File: src/rtl/dpr_pkg.sv
// shared constants and types for the delta pagerank scatter/apply core
package dpr_pkg;

    localparam int VERTICES_DEF      = 1024;
    localparam int FRACTION_BITS_DEF = 16;
    localparam int WEIGHT_BITS       = 16;
    localparam int VIDX_W            = 10;
    localparam int WEIGHT_W          = 17;
    localparam int VAL_W             = 32;
    localparam int COUNT_W           = 11;
    localparam int DAMP_W            = 17;
    localparam logic [DAMP_W-1:0] DAMPING_RESET = 17'd55706;
    localparam logic [VAL_W-1:0] SAT32 = 32'hFFFF_FFFF;
    localparam logic [COUNT_W-1:0] COUNT_MAX = 11'd2047;

    localparam logic [1:0] CMD_LOAD  = 2'd0;
    localparam logic [1:0] CMD_EDGE  = 2'd1;
    localparam logic [1:0] CMD_APPLY = 2'd2;

    localparam logic [0:0] REG_DAMPING   = 1'd0;
    localparam logic [0:0] REG_THRESHOLD = 1'd1;

    // classified operation handed from front to back
    typedef struct packed {
        logic [1:0]        cmd;
        logic [VIDX_W-1:0] vertex;
        logic [VIDX_W-1:0] dest;
        logic [WEIGHT_W-1:0] weight;
        logic [VAL_W-1:0]  rank;
        logic [VAL_W-1:0]  delta;
        logic              active;
        logic              master;
        logic              pass_start;
    } op_t;

    function automatic logic [VAL_W-1:0] sat_add(input logic [VAL_W-1:0] a,
                                                 input logic [VAL_W-1:0] b);
        logic [VAL_W:0] s;
        s = {1'b0, a} + {1'b0, b};
        return s[VAL_W] ? SAT32 : s[VAL_W-1:0];
    endfunction

endpackage

File: src/rtl/dpr_front.sv
// front end: accepts items, drops invalid ones, queues the rest
module dpr_front #(
    parameter int VERTICES = dpr_pkg::VERTICES_DEF
) (
    input  logic                        clk,
    input  logic                        rst_n,
    input  logic                        in_valid,
    output logic                        in_stall,
    input  dpr_pkg::op_t                in_op,
    output logic                        q_valid,
    input  logic                        q_pop,
    output dpr_pkg::op_t                q_op
);
    localparam int DEPTH = 4;

    dpr_pkg::op_t     mem_reg [DEPTH];
    logic [1:0]       wp_reg, rp_reg;
    logic [2:0]       cnt_reg;
    logic             keep;
    logic             push;

    always_comb
    begin
        keep = (in_op.cmd == dpr_pkg::CMD_LOAD) || (in_op.cmd == dpr_pkg::CMD_EDGE)
               || (in_op.cmd == dpr_pkg::CMD_APPLY);
        keep = keep && (32'(in_op.vertex) < VERTICES);
        if (in_op.cmd == dpr_pkg::CMD_EDGE && !(32'(in_op.dest) < VERTICES))
            keep = 1'b0;
    end

    assign in_stall = (cnt_reg == 3'(DEPTH));
    assign push     = in_valid && !in_stall && keep;
    assign q_valid  = (cnt_reg != 3'd0);
    assign q_op     = mem_reg[rp_reg];

    always_ff @(posedge clk)
    begin
        if (push)
            mem_reg[wp_reg] <= in_op;
    end

    always_ff @(posedge clk or negedge rst_n)
    begin
        if (!rst_n)
        begin
            wp_reg  <= '0;
            rp_reg  <= '0;
            cnt_reg <= '0;
        end
        else
        begin
            if (push)
                wp_reg <= wp_reg + 2'd1;
            if (q_pop)
                rp_reg <= rp_reg + 2'd1;
            cnt_reg <= cnt_reg + 3'(push) - 3'(q_pop);
        end
    end
endmodule

File: config.mk
export PLATFORM = sky130hd
export DESIGN_NAME = dpr_front
export DESIGN_NICKNAME = d
export VERILOG_FILES = /design/src/rtl/dpr_pkg.sv /design/src/rtl/dpr_front.sv
export SDC_FILE = /design/constraint.sdc
export NUM_CORES = 1
export LEC_CHECK = 0
export BUFFER_PORTS_ARGS = -buffer_cell sky130_fd_sc_hd__buf_2
export CAP_MARGIN = 20
export CORE_ASPECT_RATIO = 1.2
export CORE_MARGIN = 5
export CORE_UTILIZATION = 57
export DETAILED_ROUTE_END_ITERATION = 6
export PLACE_DENSITY_LB_ADDON = 0.15
export SETUP_SLACK_MARGIN = 0.05
export SYNTH_ARGS = -nofsm -noshare
export SYNTH_HDL_FRONTEND = slang
export SYNTH_SLANG_ARGS = --single-unit
File: constraint.sdc
create_clock -name clk -period 5.3 [get_ports clk]
set_input_delay 1.06 -clock clk [delete_from_list [all_inputs] [get_ports clk]]
set_output_delay 1.06 -clock clk [all_outputs]
set_load 0.02 [all_outputs]
==> results of run 1 <==
==> per-stage QoR <==
| stage | worst slack, ns | power (uW) | util, % | hold slack, ns | area (um2) |
|---|---|---|---|---|---|
| after CTS | 1.539 | 10780 | 68.51 | 0.3635 | 18560 |
| after global placement | 1.985 | 7762 | 63.47 | 0.5038 | 17190 |
| after global routing | 1.465 | 11110 | 68.52 | 0.3631 | 18560 |
| after detailed placement | 1.943 | 7825 | 63.47 | 0.5217 | 17190 |
| after floorplan | 0.8824 | 6817 | - | 0.4953 | 15670 |
| final | 1.629 | 10630 | 68.54 | 0.3762 | 18570 |
==> cell type report <==
cell class | instances | area share [%]
Clock buffer | 47 | 5.648
Multi-Input combinational cell | 127 | 14.02
Clock inverter | 25 | 1.705
Sequential cell | 431 | 69.56
Tap cell | 340 | 2.291
Timing Repair Buffer | 225 | 6.578
Inverter | 7 | 0.1415
Antenna cell | 4 | 0.05392
==> worst reg2reg max path: cells and delay by family (launching register included) <==
kind                   cells  cell delay, ns
and+or+nand+nor            2            1.04
AOI/OAI and AO/OA          1            0.49
DFF                        1            0.40
buffers and inverters      1            0.38
==> power groups by stage <==
stage | Clock (uW) | Combinational [uW] | Sequential, uW
floorplan | 0 | 2290 | 4530
detailed placement | 0 | 3150 | 4680
finish | 2950 | 3090 | 4590
global placement | 0 | 3130 | 4640
CTS | 3010 | 3160 | 4610
global route | 3160 | 3290 | 4650
==> synth_stat cells (all sizes together), types with 4 or more instances <==
cell type and instances:
buf 18, clkbuf 6, dfrtp 7, and2 4, edfxtp 424, xnor2 4
mux4 106, inv 7, ha 6
==> per-layer routing <==
layer / wire length (um) / vias to the layer above / part of all wire, %
met3: 2168 / 41 / 7.6
met5: 47 / - / 0.16
met1: 10640 / 3657 / 37
met2: 15250 / 225 / 53
met4: 441 / 10 / 1.5
li1: - / 3033 / -
==> worst max-delay path by stage <==
stage,start,end,depth (start not counted)
CTS,rp_reg[0],q_op[3],3
global placement,in_op[104],mem_reg[0][87],4
detailed placement,in_op[104],mem_reg[1][59],4
global route,rp_reg[0],q_op[34],3
finish,rp_reg[0],q_op[3],3
floorplan,in_op[104],mem_reg[0][0],2
==> logic make-up (layout without fill, tap and decap cells) <==
logic type	Yosys count	in the layout	share of synthesized area (%)
DFF	431	431	82.37
muxes	107	107	15.31
buffers and inverters	31	304	1.086
adders and majority gates	7	7	0.6068
and+or+nand+nor	7	7	0.2715
xor gates and xnor gates	5	5	0.2795
AOI/OAI and AO/OA	1	1	0.07983
other	0	4	0
==> flow_summary.ini, run 1 <==
[clocking]
tritoncts = built
cts.clk_slew.worst_paths_ns = 0.06
ctsHoldBuffers = 0
clkLatencyLatePin_ns = 0.51
htree_num_levels = 2
cts_buffer_depth = 3
post_cts_resized = 0
root_buffer = clkbuf_16
cts_buffers = 41
post_cts_buffers = 0
clock_sinks = 431

[drt]
wl_per_cell_um = 23.67
drc = 0
drtIter0Drc = 430
finalWirelength_um = 28550
viasPerCell = 5.776
final_antenna_net_count = 0
routed-via-count = 6966
drt_pass1_iterations = 5

[pwr]
intPower_uw = 7436
p_leak_uw = 0.006338
pwr-share-comb_pct = 29.0
power.share.switching_pct = 30.02
power_frac_clock_pct = 27.7
power.switching_uw = 3190
seqPwrFrac_pct = 43.2
cellPowerDensity_mw_per_mm2 = 572.3
ir_drop_mv = 0.4320

[global_route]
top_usage_layer = met2
gr-usage-met1_pct = 23.23
grt_pass1_vias = 7716
globalRouteOverflowTotal = 0
antenna_found_initial = 8
grt_use_met2_pct = 33.32
grt.total_usage_pct = 18.73
gr-usage-met3_pct = 5.302
grt_pass1_wl_um = 44190
grt_start_max_net_pins = 66

[critical_path]
worstRegToRegCells = 4
rr_startpoint = cnt_reg[2]
crit_chain = buf_12 -> mux4_2 -> buf_2
r2r_end = mem_reg[1][86]
start_kind = flip-flop
cp_slowest_cell = dfrtp_4
end_kind = output pin
crit_family = flip-flops
r2r_setup_slack_ns = 2.63
path_class = reg -> out
max_stage_delay_ns = 0.74
path_buf_inv = 2
cp.required_ns = 4.24
crit_arrival_ns = 2.61
crit_fanout = 58

[yosys]
avgSynthCellArea_um2 = 26.60
synth_edf_count = 424
synth_top_cells_by_area = edfxtp_1 (81%), mux4_2 (15%), dfrtp_1 (1.1%)
syn-num-nets = 706
yosys.area.top_type_share_pct = 81.25
synth-main-ff-cell = edfxtp_1
yosysTopAreaCell = edfxtp_1
ys_ff_latch = 431
syn-cell-area_mm2 = 0.01567
yosysWarningCount = 0
yosys.cell_types.count = 19
synthArstFlopShare_pct = 1.624
syn_inst = 589
synth-seq-area-share_pct = 82.37

[timing]
setup_tns_ns = 0
final_hold_viol_count = 0
rsz0062_at_grt = no
fmax_mhz = 272.4
slew_headroom_pct = 35.09
finalSetupViolCount = 0
skew_ns = 0.01971
worst_pin_slew_ns = 0.9737
period_minus_slack_ns = 3.671
slew_violations = 0
period_share_pct = 69.26

[status]
status = completed

[layout]
finalNonFillerCells = 1206
layout_common_cells = edfxtp_1 (424), buf_2 (217), mux4_2 (106)
largest_register_ffs = 424
final_common_cell = edfxtp_1
seqCellArea_mm2 = 0.01291
fillers = 1707
nets = 950
multi_input_area_mm2 = 0.002603
area_growth_pct = 18.48
drive_gt1_share_pct = 46.17

[die]
rows = 66
core_area_mm2 = 0.02709
die_h_um = 191.6
start_util_pct = 57.85
die_w_um = 161.4
dieArea_mm2 = 0.03092
boundaryPins = 218

[placement]
place_hpwl_um = 17570
place_congestion = 0.7159
placed_cells = 1130
io_buffers = 217

[job]
max_cap_viol_count = 0

[hold_path]
min_path_type = in -> async
Note: power is estimated with default switching activity, not from simulation.
==> run 2, diff against run 1 <==
==> constraint.sdc (replaced) <==
create_clock -name clk -period 3.6 [get_ports clk]
set_input_delay 0.72 -clock clk [delete_from_list [all_inputs] [get_ports clk]]
set_output_delay 0.72 -clock clk [all_outputs]
set_load 0.02 [all_outputs]
==> run 2 against run 1 <==
Combinational power grew 53%; sequential power rose by 45%; worst setup slack worse by 1.0 ns; largest cell class unchanged; final cell count is 0.50% higher; global-route usage decreased by 0.10 points; critical path type unchanged; wire length is 0.10% lower; highest routed layer unchanged; hold slack worse by 0.35 ns; via count decreased by 0.26%; first-iteration DRC count up 0.23%; non-clock buffer count increased by 7.
==> flow_summary.ini, run 2 (synthesized netlist as in run 1, its figures left out) <==
[status]
status = completed

[clocking]
clkLatencyLatePin_ns = 0.52
root_buffer = clkbuf_16
cts_buffers = 41
tritoncts = built
cts.clk_slew.worst_paths_ns = 0.06
post_cts_buffers = 0
ctsHoldBuffers = 0
htree_num_levels = 2
clock_sinks = 431
cts_buffer_depth = 3
post_cts_resized = 0

[critical_path]
crit_arrival_ns = 2.27
cp.required_ns = 2.88
worstRegToRegCells = 10
r2r_end = cnt_reg[2]
end_kind = output pin
path_class = reg -> out
start_kind = flip-flop
crit_fanout = 39
r2r_setup_slack_ns = 1.08
rr_startpoint = cnt_reg[2]

[die]
die_w_um = 161.4
rows = 66
boundaryPins = 218
core_area_mm2 = 0.02709
die_h_um = 191.6
dieArea_mm2 = 0.03092
start_util_pct = 57.85

[drt]
viasPerCell = 5.733
finalWirelength_um = 28520
routed-via-count = 6948
drtIter0Drc = 431
final_antenna_net_count = 0
wl_per_cell_um = 23.53
drc = 0
drt_pass1_iterations = 4

[global_route]
grt.total_usage_pct = 18.63
grt_pass1_wl_um = 43790
antenna_found_initial = 5
grt_start_max_net_pins = 46
grt_pass1_vias = 7733
globalRouteOverflowTotal = 0

[pwr]
ir_drop_mv = 0.5691
p_leak_uw = 0.006423
power_uw = 15920
cellPowerDensity_mw_per_mm2 = 848.4

[placement]
post-place-ws_ns = 0.7683
placed_cells = 1137
place_congestion = 0.7339
place_hpwl_um = 17750
io_buffers = 217

[layout]
nets = 957
finalNonFillerCells = 1212
area_growth_pct = 19.75
layout_common_cells = edfxtp_1 (424), buf_2 (217), mux4_2 (106)
largest_register_ffs = 424
final_common_cell = edfxtp_1
drive_gt1_share_pct = 46.50

[timing]
fmax_mhz = 334.4
finalSetupViolCount = 0
setup_tns_ns = 0
skew_ns = 0.01023
layout_setup_ws_ns = 0.6100
period_minus_slack_ns = 2.990
slew_headroom_pct = 55.84
period_share_pct = 83.06
final_hold_viol_count = 0
rsz0062_at_grt = no
slew_violations = 0
worst_pin_slew_ns = 0.6624

[hold_path]
min_path_type = in -> async

[job]
max_cap_viol_count = 0
run 2: how the worst max path moves through the flow:
| stage | from | endpoint | slack [ns] | cells past startpoint |
|---|---|---|---|---|
| floorplan | in_op[104] | mem_reg[0][0] | 0.68 | 2 |
| global placement | in_op[104] | cnt_reg[2] | 0.89 | 10 |
| detailed placement | in_op[104] | cnt_reg[2] | 0.77 | 10 |
| CTS | rp_reg[1] | q_op[1] | 0.58 | 3 |
| global route | rp_reg[1] | q_op[71] | 0.52 | 3 |
| finish | rp_reg[1] | q_op[71] | 0.61 | 3 |
run 2: area by class of cell:
| class | instances | area, um2 |
|---|---|---|
| Sequential cell | 431 | 12910 |
| Tap cell | 340 | 425.4 |
| Inverter | 7 | 26.28 |
| Clock buffer | 47 | 1091 |
| Fill cell | 1698 | 8322 |
| Multi-Input combinational cell | 127 | 2603 |
| Timing Repair Buffer | 232 | 1349 |
| Clock inverter | 27 | 352.8 |
| Antenna cell | 1 | 2.502 |
run 2: report_power, final:
part / switching [uW] / leakage (uW) / internal, uW / total [uW]
logic: 2750 / 0.00178 / 1980 / 4730
clock network: 1710 / 0.000703 / 2810 / 4520
registers: 286 / 0.00394 / 6380 / 6670
run 2: per-stage QoR:
step / area (um2) / util (%) / hold slack, ns
final: 18760 / 69.28 / 0.02451
after global routing: 18760 / 69.28 / 0.009707
after CTS: 18760 / 69.27 / 0.008243
after detailed placement: 17320 / 63.94 / 0.5317
after global placement: 17320 / 63.94 / 0.5122
after floorplan: 15680 / - / 0.4244
run 2: worst max-delay path: stages, from the launching register on:
cell and delay [ns]:
dfrtp_4 0.85, buf_12 0.31, mux4_2 0.36, buf_2 0.18
run 2: per-layer routing:
layer  routed length, um  GRT usage [%]  part of all wire (%)
met3                2262          5.752                   7.9
met4                 459          4.496                   1.6
met5                  50              0                  0.18
met1               10810          23.00                    38
met2               14940          32.66                    52
==> run 3, diff against run 2 <==
==> constraint.sdc (replaced) <==
create_clock -name clk -period 2.93 [get_ports clk]
set_input_delay 0.586 -clock clk [delete_from_list [all_inputs] [get_ports clk]]
set_output_delay 0.586 -clock clk [all_outputs]
set_load 0.02 [all_outputs]
==> run 3 against run 2 <==
Total power is 20% higher; sequential power is 22% higher; largest power group unchanged; critical path depth stayed put; count of clock-buffer cells in the layout is 7 higher; core utilization is 0.12 points lower; worst setup slack worse by 0.39 ns; highest routed layer unchanged.
==> flow_summary.ini, run 3 (synthesized netlist as in run 1, its figures left out) <==
[status]
status = completed

[timing]
slew_violations = 0
fmax_mhz = 368.5
skew_ns = 0.01364
period_share_pct = 92.62
slew_headroom_pct = 69.14
final_hold_viol_count = 0
whs_ns = 0.2791
worst_pin_slew_ns = 0.4630
layout_setup_ws_ns = 0.2161
period_minus_slack_ns = 2.714
rsz0062_at_grt = no
setup_tns_ns = 0
finalSetupViolCount = 0

[pwr]
power_frac_clock_pct = 25.7
ir_drop_mv = 0.6336
seqPwrFrac_pct = 42.7
intPower_uw = 13290
pwr-share-comb_pct = 31.6
power_uw = 19110
p_leak_uw = 0.006416
power.share.switching_pct = 30.42
cellPowerDensity_mw_per_mm2 = 1020
power.switching_uw = 5813

[layout]
drive_gt1_share_pct = 46.82
diodes = 0
area_growth_pct = 19.54
nets = 968
final_common_cell = edfxtp_1
layout_common_cells = edfxtp_1 (424), buf_2 (217), mux4_2 (106)
largest_register_ffs = 424

[critical_path]
crit_arrival_ns = 2.13
start_kind = flip-flop
path_class = reg -> out
end_kind = output pin
crit_fanout = 52
cp.required_ns = 2.34

[drt]
final_antenna_net_count = 0
routed-via-count = 7024
drc = 0
viasPerCell = 5.757
drtIter0Drc = 466
drt_pass1_iterations = 7
wl_per_cell_um = 23.64
finalWirelength_um = 28840

[die]
start_util_pct = 57.85
rows = 66
core_area_mm2 = 0.02709
die_w_um = 161.4
die_h_um = 191.6
boundaryPins = 218
dieArea_mm2 = 0.03092

[placement]
place_hpwl_um = 18020
post-place-ws_ns = 0.5250
place_congestion = 0.7149
io_buffers = 217

[global_route]
grt_start_max_net_pins = 66
grt_pass1_vias = 7783
antenna_found_initial = 5
globalRouteOverflowTotal = 0
grt.total_usage_pct = 19.10
grt_pass1_wl_um = 44780

[job]
max_cap_viol_count = 0

[clocking]
tritoncts = built
clock_sinks = 431
post_cts_resized = 0
cts_buffer_depth = 3
cts.clk_slew.worst_paths_ns = 0.06
clkLatencyLatePin_ns = 0.52
root_buffer = clkbuf_16
htree_num_levels = 2
cts_buffers = 41

[hold_path]
min_path_type = in -> reg
## run 3: cell types whose count changed in the layout (fill, tap and decap cells not counted), sizes merged
| cell | delta |
|---|---|
| buf | +10 |
| bufinv | -8 |
| clkbuf | +7 |
| clkinv | -1 |
| diode | -1 |
| dlygate4sd3 | +1 |
## run 3: area by class of cell
| class | instances | area [um2] |
|---|---|---|
| Clock buffer | 54 | 1157 |
| Clock inverter | 18 | 113.9 |
| Fill cell | 1661 | 8354 |
| Inverter | 7 | 26.28 |
| Multi-Input combinational cell | 127 | 2603 |
| Sequential cell | 431 | 12910 |
| Tap cell | 340 | 425.4 |
| Timing Repair Buffer | 243 | 1491 |
## run 3: through the flow
step                      std cells  instance area, um2  utilization (%)
after floorplan                 589               15680                -
after global placement         1141               17390            64.19
after detailed placement       1141               17390            64.19
after CTS                      1215               18680            68.97
after global routing           1220               18730            69.16
final                          1220               18730            69.16
## run 3: per-layer routing
metal / global-route usage, % / share of wire, % / vias to the layer above
met5: 0 / 0.21 / -
met4: 4.595 / 1.6 / 10
met3: 4.894 / 7.4 / 48
met2: 33.39 / 53 / 248
met1: 24.42 / 38 / 3638
li1: - / - / 3080
## run 3: worst paths after layout
| path | cells after the start | end | slack, ns | start |
|---|---|---|---|---|
| max | 3 | q_op[57] | 0.22 | rp_reg[1] |
| min | 1 | mem_reg[1][6] | 0.28 | in_op[6] |
| max reg2reg | 10 | cnt_reg[2] | 0.75 | cnt_reg[1] |
| min reg2reg | 1 | cnt_reg[0] | 0.53 | cnt_reg[0] |
| max in group asynchronous | 2 | rp_reg[1] | 2.31 | rst_n |
| min in group asynchronous | 2 | wp_reg[0] | 0.44 | rst_n |
## run 3: what timing repair did
action | 4_1_cts | 5_1_grt
buffers inserted | 1 | 5
hold buffers | 1 | 0
endpoints found under the hold margin | 7 | 0
setup endpoints to repair | 51 | 7
## run 3: power groups by stage
stage                     Sequential (uW)  Clock, uW  Combinational [uW]
after floorplan                      8140          0                4140
after global placement               8290          0                5940
after detailed placement             8360          0                6000
after CTS                            8200       5030                6100
after global routing                 8240       5330                6490
final                                8160       4910                6040
## run 3: worst max-delay path, stage by stage, from the launching register on
cell and delay [ns]:
dfrtp_4 0.65, buf_12 0.33, mux4_2 0.38, buf_2 0.18
